$ cat src/rtl/core/cir_pkg.sv
// Package: types, codes and arithmetic helpers for the contact impulse resolver.
package cir_pkg;

	// Configuration register indexes
	localparam logic [7:0] REG_RESTITUTION    = 8'd0;
	localparam logic [7:0] REG_BULLET_DAMPING = 8'd1;
	localparam logic [15:0] RESTITUTION_RESET    = 16'd0;
	localparam logic [15:0] BULLET_DAMPING_RESET = 16'd3277;

	// Mode and outcome codes
	localparam logic MODE_IMPULSE  = 1'b0;
	localparam logic MODE_POSITION = 1'b1;
	localparam logic [1:0] OUT_APPLIED    = 2'd0;
	localparam logic [1:0] OUT_SEPARATING = 2'd1;
	localparam logic [1:0] OUT_ZERO_MASS  = 2'd2;
	localparam logic [1:0] OUT_SATURATED  = 2'd3;

	// One quotient bit per divider stage
	localparam int DIV_STEPS = 31;

	typedef struct packed {
		logic               mode;
		logic signed [31:0] normal_x;
		logic signed [31:0] normal_y;
		logic        [30:0] penetration;
		logic signed [31:0] a_x;
		logic signed [31:0] a_y;
		logic signed [31:0] b_x;
		logic signed [31:0] b_y;
		logic        [30:0] inv_mass_a;
		logic        [30:0] inv_mass_b;
		logic               bullet_involved;
	} item_t;

	typedef struct packed {
		logic signed [31:0] new_a_x;
		logic signed [31:0] new_a_y;
		logic signed [31:0] new_b_x;
		logic signed [31:0] new_b_y;
		logic        [1:0]  outcome;
	} result_t;

	// Per-contact context carried down the pipe
	typedef struct packed {
		logic               mode;
		logic               bullet;
		logic        [1:0]  outcome;
		logic               clipped;
		logic signed [31:0] a_x;
		logic signed [31:0] a_y;
		logic signed [31:0] b_x;
		logic signed [31:0] b_y;
		logic signed [31:0] nx;
		logic signed [31:0] ny;
		logic signed [31:0] vx;
		logic signed [31:0] vy;
		logic        [30:0] ima;
		logic        [30:0] imb;
		logic        [31:0] sum;
	} ctx_t;

	// Divider stage contents
	typedef struct packed {
		ctx_t        ctx;
		logic [31:0] rem;
		logic [30:0] numlo;
		logic [30:0] quo;
		logic        jsat;
	} div_t;

	// Saturate to signed 32 bits; MSB of the return is the clip flag
	function automatic logic [32:0] sat32(input logic signed [65:0] v);
		logic [32:0] r;
		if (v > 66'sd2147483647) begin
			r = {1'b1, 32'h7FFF_FFFF};
		end else if (v < -66'sd2147483648) begin
			r = {1'b1, 32'h8000_0000};
		end else begin
			r = {1'b0, v[31:0]};
		end
		return r;
	endfunction

endpackage

$ cat src/rtl/core/cir_div_step.sv
// One restoring-division stage: produces one quotient bit of j.
module cir_div_step (
	input  logic          clk,
	input  logic          arst_n,
	input  logic          en,
	input  logic          vin,
	input  cir_pkg::div_t din,
	output logic          vout,
	output cir_pkg::div_t dout
);
	import cir_pkg::*;

	logic        valid_q;
	div_t        div_q;
	div_t        nxt;
	logic [32:0] r2;
	logic        ge;

	// Shift in next numerator bit, subtract divisor when it fits
	always_comb begin
		r2  = {din.rem, din.numlo[30]};
		ge  = (r2 >= {1'b0, din.ctx.sum});
		nxt = din;
		nxt.rem   = ge ? 32'(r2 - {1'b0, din.ctx.sum}) : r2[31:0];
		nxt.numlo = {din.numlo[29:0], 1'b0};
		nxt.quo   = {din.quo[29:0], ge};
	end

	always_ff @(posedge clk or negedge arst_n) begin
		if (!arst_n) begin
			valid_q <= 1'b0;
		end else if (en) begin
			valid_q <= vin;
		end
	end

	always_ff @(posedge clk) begin
		if (en) begin
			div_q <= nxt;
		end
	end

	assign vout = valid_q;
	assign dout = div_q;

endmodule

$ cat config.mk
export PLATFORM = sky130hd
export DESIGN_NAME = cir_div_step
export DESIGN_NICKNAME = d
export VERILOG_FILES = /design/src/rtl/core/cir_pkg.sv /design/src/rtl/core/cir_div_step.sv
export SDC_FILE = /design/constraint.sdc
export NUM_CORES = 1
export LEC_CHECK = 0
export ABC_CLOCK_PERIOD_IN_PS = 2050
export BUFFER_PORTS_ARGS = -buffer_cell sky130_fd_sc_hd__buf_2
export CAP_MARGIN = 10
export CELL_PAD_IN_SITES_DETAIL_PLACEMENT = 2
export CELL_PAD_IN_SITES_GLOBAL_PLACEMENT = 2
export CORE_AREA = 2 2 350 352
export DETAILED_ROUTE_END_ITERATION = 6
export DIE_AREA = 0 0 352 354
export PLACE_DENSITY_LB_ADDON = 0.1
export SLEW_MARGIN = 20
export SYNTH_ARGS = -nofsm -noshare
export SYNTH_HDL_FRONTEND = slang
export SYNTH_SLANG_ARGS = --single-unit
export TNS_END_PERCENT = 100
$ cat constraint.sdc
create_clock -name clk -period 2.05 [get_ports clk]
set_input_delay 0.1025 -clock clk [delete_from_list [all_inputs] [get_ports clk]]
set_output_delay 0.1025 -clock clk [all_outputs]
set_load 0.01 [all_outputs]
==> run summary <==
==============================================================================
Outcome                                                           finished with violations
Violated checks                                                   setup timing
Final net count                                                          2,845
Final slew viol count                                                        0
Cell Rows                                                                  128
Critical setup path kind                                                in2reg
Sequential cell area                                                13,500 µm²
Deepest clock path buffer count                                              3
Number of I/O port buffers                                                 902
Wire length reported by the detailed router                          89,300 µm
Delay of the slowest cell on the worst path                            0.52 ns
Post-route ant nets                                                          0
GR Layer Usage met1                                                      14.5%
Maximum fanout along the worst path                                          8
Worst-margin pin slew                                                 0.502 ns
Routing usage on met2                                                    27.0%
Setup repair after global routing missed its margin                        yes
Sum of net half-perimeters after detailed placement                  71,500 µm
I/O pin total                                                              905
Area grow syn2layout                                                     94.1%
Fraction of registers with async set or reset after synthesis           0.222%
Post-Synthesis Cells                                                       798
Gr usage total                                                           13.9%
Number of design rule violations left after detail routing                   0
Area of combinational cells with multiple inputs                      2380 µm²
Cell variety after synth                                                    50
Final Hold Slack                                                     0.0644 ns
Sw frac                                                                  26.5%
Placeable core region                                              121,000 µm²
Wire length of the first global-routing pass                        124,000 µm
Initial standard-cell utilization of the core                            13.0%
Clock net sink count                                                       450
Cell count after placement                                               3,452
Series of cell instances along the critical path                  buf_8 -> inv_4 -> ha_4 -> nand4_1 -> buf_6 -> or4_4 -> a21oi_4 -> nor3_4 -> a211oi_2 -> o21ai_2 -> o31ai_4 -> buf_6 -> buf_12 -> mux2_4
Time the worst path needs with I/O delays and setup                    2.33 ns
Crit path capture type                                                register
Setup TNS                                                             -6.49 ns
Width of the die                                                        352 µm
Total standard cell area after synthesis                            15,700 µm²
Clock latency reported for the late side of the worst-skew pair        0.63 ns
Tightest Hold Check Type                                                in2reg
Clock H-tree levels                                                          2
Vertical extent of the die                                              354 µm
DR pass1 iterations                                                          6
Fin util                                                                 25.3%
Clk slew on worst S/H paths                                            0.06 ns
Final count of negative-setup-slack endpoints                               33
Routed via count divided by cell count                                    3.39
Number of enable-type register cells in the synthesized netlist            449
Post-Synthesis Net Count                                                 1,285
Worst setup skew after layout                                             0 ns
Clock root buffer master                                          sky130_fd_sc_hd__clkbuf_16
Vias                                                                    13,700
PD cells                                                            841 nW/µm²
Wire length per cell after detailed routing                            22.1 µm
Floorplan die area                                                 125,000 µm²
Internal power of the cells                                          18,900 µW
Max Freq                                                               429 MHz
Flip-flop and latch count after synthesis                                  450
First DRT Iteration DRCs                                                   458
Post-layout instance count excluding filler cells                        4,041
Total number of yosys warnings                                               0
Standard cell with the maximum stage delay on the critical path   sky130_fd_sc_hd__or4_4
Global-route layer with the greatest usage                                met2
Synth Area per Inst                                                   19.7 µm²
Most common flop cell mapped by yosys                             sky130_fd_sc_hd__edfxtp_1
FILL cells                                                              13,300
Met3 usage in global routing                                             4.27%
Combinational power share                                                17.2%
Peak supply drop                                                      0.583 mV
Max-cap violations                                                           0
Congestion Overflow GR                                                       0
Data required, critical path                                           2.43 ns
Antenna violations before repair                                            25
Number of global-route vias before repair                               15,400
Cell area reported after detailed placement                         23,600 µm²
Total leakage power                                                  0.0128 µW
Share of the yosys chip area belonging to registers                      85.8%
Post-route setup slack                                               -0.281 ns
Most frequent cell on the critical path                           sky130_fd_sc_hd__buf_6
Worst slew margin relative to its limit                                  66.6%
Worst endpoint data arrival time                                       2.72 ns
CTS tree                                                                  done
Number of CTS-inserted buffers                                              59
Clock network fraction of design power                                   39.1%
Pin count of the biggest net entering global routing                        75
Share of the clock period used by the worst path                          114%
Switching power total                                                  6810 µW
Sequential share of power                                                43.6%
Share of layout cells above drive strength 1                             50.7%
Hold Violations, Final                                                       0
Final design instance area without fill                             30,600 µm²
CP Launch Type                                                      input port
Routability Congestion                                                   0.803
==============================================================================
-- what timing repair did --
action | 4_1_cts | 5_1_grt
hold buffers | 455 | 0
cloned | 2 | 0
pin swaps | 17 | 15
buffers inserted | 10 | 5
resized for setup | 68 | 34
endpoints found under the hold margin | 465 | 0
setup endpoints to repair | 33 | 33
-- per-stage QoR --
stage | setup WS, ns | total power, µW
CTS | -0.304 | 26300
detailed placement | -1.26 | 15000
finish | -0.281 | 25700
floorplan | -0.707 | 12500
global route | -0.341 | 26900
global placement | -1.25 | 14900
-- registers in the layout, summed over array words and instances, names as in the netlist --
signal	flops
vout	1
dout	449
-- power by group through the flow --
| stage | Sequential (µW) | Clock (µW) | Combinational, µW |
|---|---|---|---|
| 2_1_floorplan | 11900 | 0 | 675 |
| 3_5_place_dp | 11400 | 0 | 3560 |
| 6_report | 11200 | 10100 | 4430 |
| 5_1_grt | 11300 | 10800 | 4790 |
| 3_3_place_gp | 11400 | 0 | 3550 |
| 4_1_cts | 11200 | 10600 | 4550 |
-- worst max-delay path, delay by kind of cell --
family / cells / cell delay, ns
buffers and inverters: 5 / 0.55
adder cells (fa/ha/maj): 1 / 0.26
multiplexers: 1 / 0.30
AO/OA/AOI/OAI: 4 / 0.75
AND/OR/NAND/NOR: 3 / 0.72
-- layout by cell type (no fill, tap or decap), types with 6 or more instances in the layout --
master / count
sky130_fd_sc_hd__clkbuf_1: 9
sky130_fd_sc_hd__diode_2: 9
sky130_fd_sc_hd__nand3_1: 8
sky130_fd_sc_hd__clkbuf_16: 60
sky130_fd_sc_hd__nor2_2: 6
sky130_fd_sc_hd__buf_12: 15
sky130_fd_sc_hd__a21oi_1: 39
sky130_fd_sc_hd__a21oi_2: 13
sky130_fd_sc_hd__xnor2_1: 13
sky130_fd_sc_hd__ha_4: 10
sky130_fd_sc_hd__mux2_4: 10
sky130_fd_sc_hd__xor2_1: 12
sky130_fd_sc_hd__nand4_1: 8
sky130_fd_sc_hd__edfxtp_1: 449
sky130_fd_sc_hd__a21o_1: 12
sky130_fd_sc_hd__buf_6: 14
sky130_fd_sc_hd__nand2_1: 25
sky130_fd_sc_hd__ha_1: 21
sky130_fd_sc_hd__buf_4: 136
sky130_fd_sc_hd__inv_1: 30
sky130_fd_sc_hd__buf_2: 892
sky130_fd_sc_hd__clkinv_2: 10
sky130_fd_sc_hd__clkinvlp_4: 6
sky130_fd_sc_hd__o21a_1: 6
sky130_fd_sc_hd__nor2_1: 27
sky130_fd_sc_hd__clkinv_1: 20
sky130_fd_sc_hd__dlygate4sd3_1: 455
sky130_fd_sc_hd__o21ai_0: 11
-- Yosys cell counts (all sizes together), types with 3 or more instances --
master / number / share of area [%]
a21o: 12 / 0.57
o21ai: 18 / 0.60
clkbuf: 7 / 0.17
buf: 12 / 0.45
o21bai: 3 / 0.14
nand4: 8 / 0.32
mux2: 11 / 0.79
xnor2: 15 / 0.83
nor2: 35 / 0.83
a211oi: 4 / 0.22
ha: 32 / 2.5
a31oi: 5 / 0.20
nor4: 4 / 0.16
inv: 38 / 0.91
nand2: 26 / 0.62
edfxtp: 449 / 86
nand2b: 3 / 0.12
o21a: 6 / 0.29
o211ai: 4 / 0.19
xor2: 12 / 0.67
a21oi: 56 / 1.8
nand3: 8 / 0.25
nor2b: 3 / 0.12
-- metal layers --
metal / vias to the layer above / wire length (µm) / share of wire (%)
met3: 110 / 6000 / 6.7
li1: 6233 / - / -
met4: 16 / 2060 / 2.3
met5: - / 103 / 0.12
met1: 6820 / 32400 / 36
met2: 524 / 48800 / 55
-- area by class of cell --
type                            count  share of cell area [%]
Timing Repair Buffer             1518                    34.7
Multi-Input combinational cell    291                    7.81
Clock buffer                       69                    5.02
Inverter                           38                   0.524
Tap cell                         1625                    6.65
Antenna cell                        9                  0.0737
Clock inverter                     41                    1.02
Sequential cell                   450                    44.2
-- cells by family after synthesis --
family	synth area share, %
flops	85.8
compound gates	4.65
simple gates	2.96
buf+inv	1.53
fa+ha+maj	2.67
xor+xnor	1.50
mux	0.851
other cells	0.0238
-- final timing paths --
kind,endpoint,from,depth (start not counted),slack [ns]
min in group asynchronous,vout$_DFFE_PN0P_,arst_n,3,0.48
worst max register to register,vout$_DFFE_PN0P_,vout$_DFFE_PN0P_,1,1.32
worst min-delay path,dout[64]$_DFFE_PP_,din[96],3,0.06
worst max-delay path,dout[70]$_DFFE_PP_,din[113],14,-0.28
worst min register to register,vout$_DFFE_PN0P_,vout$_DFFE_PN0P_,1,0.50
max in group asynchronous,vout$_DFFE_PN0P_,arst_n,3,1.47
Note: power is estimated with default switching activity, not from simulation.
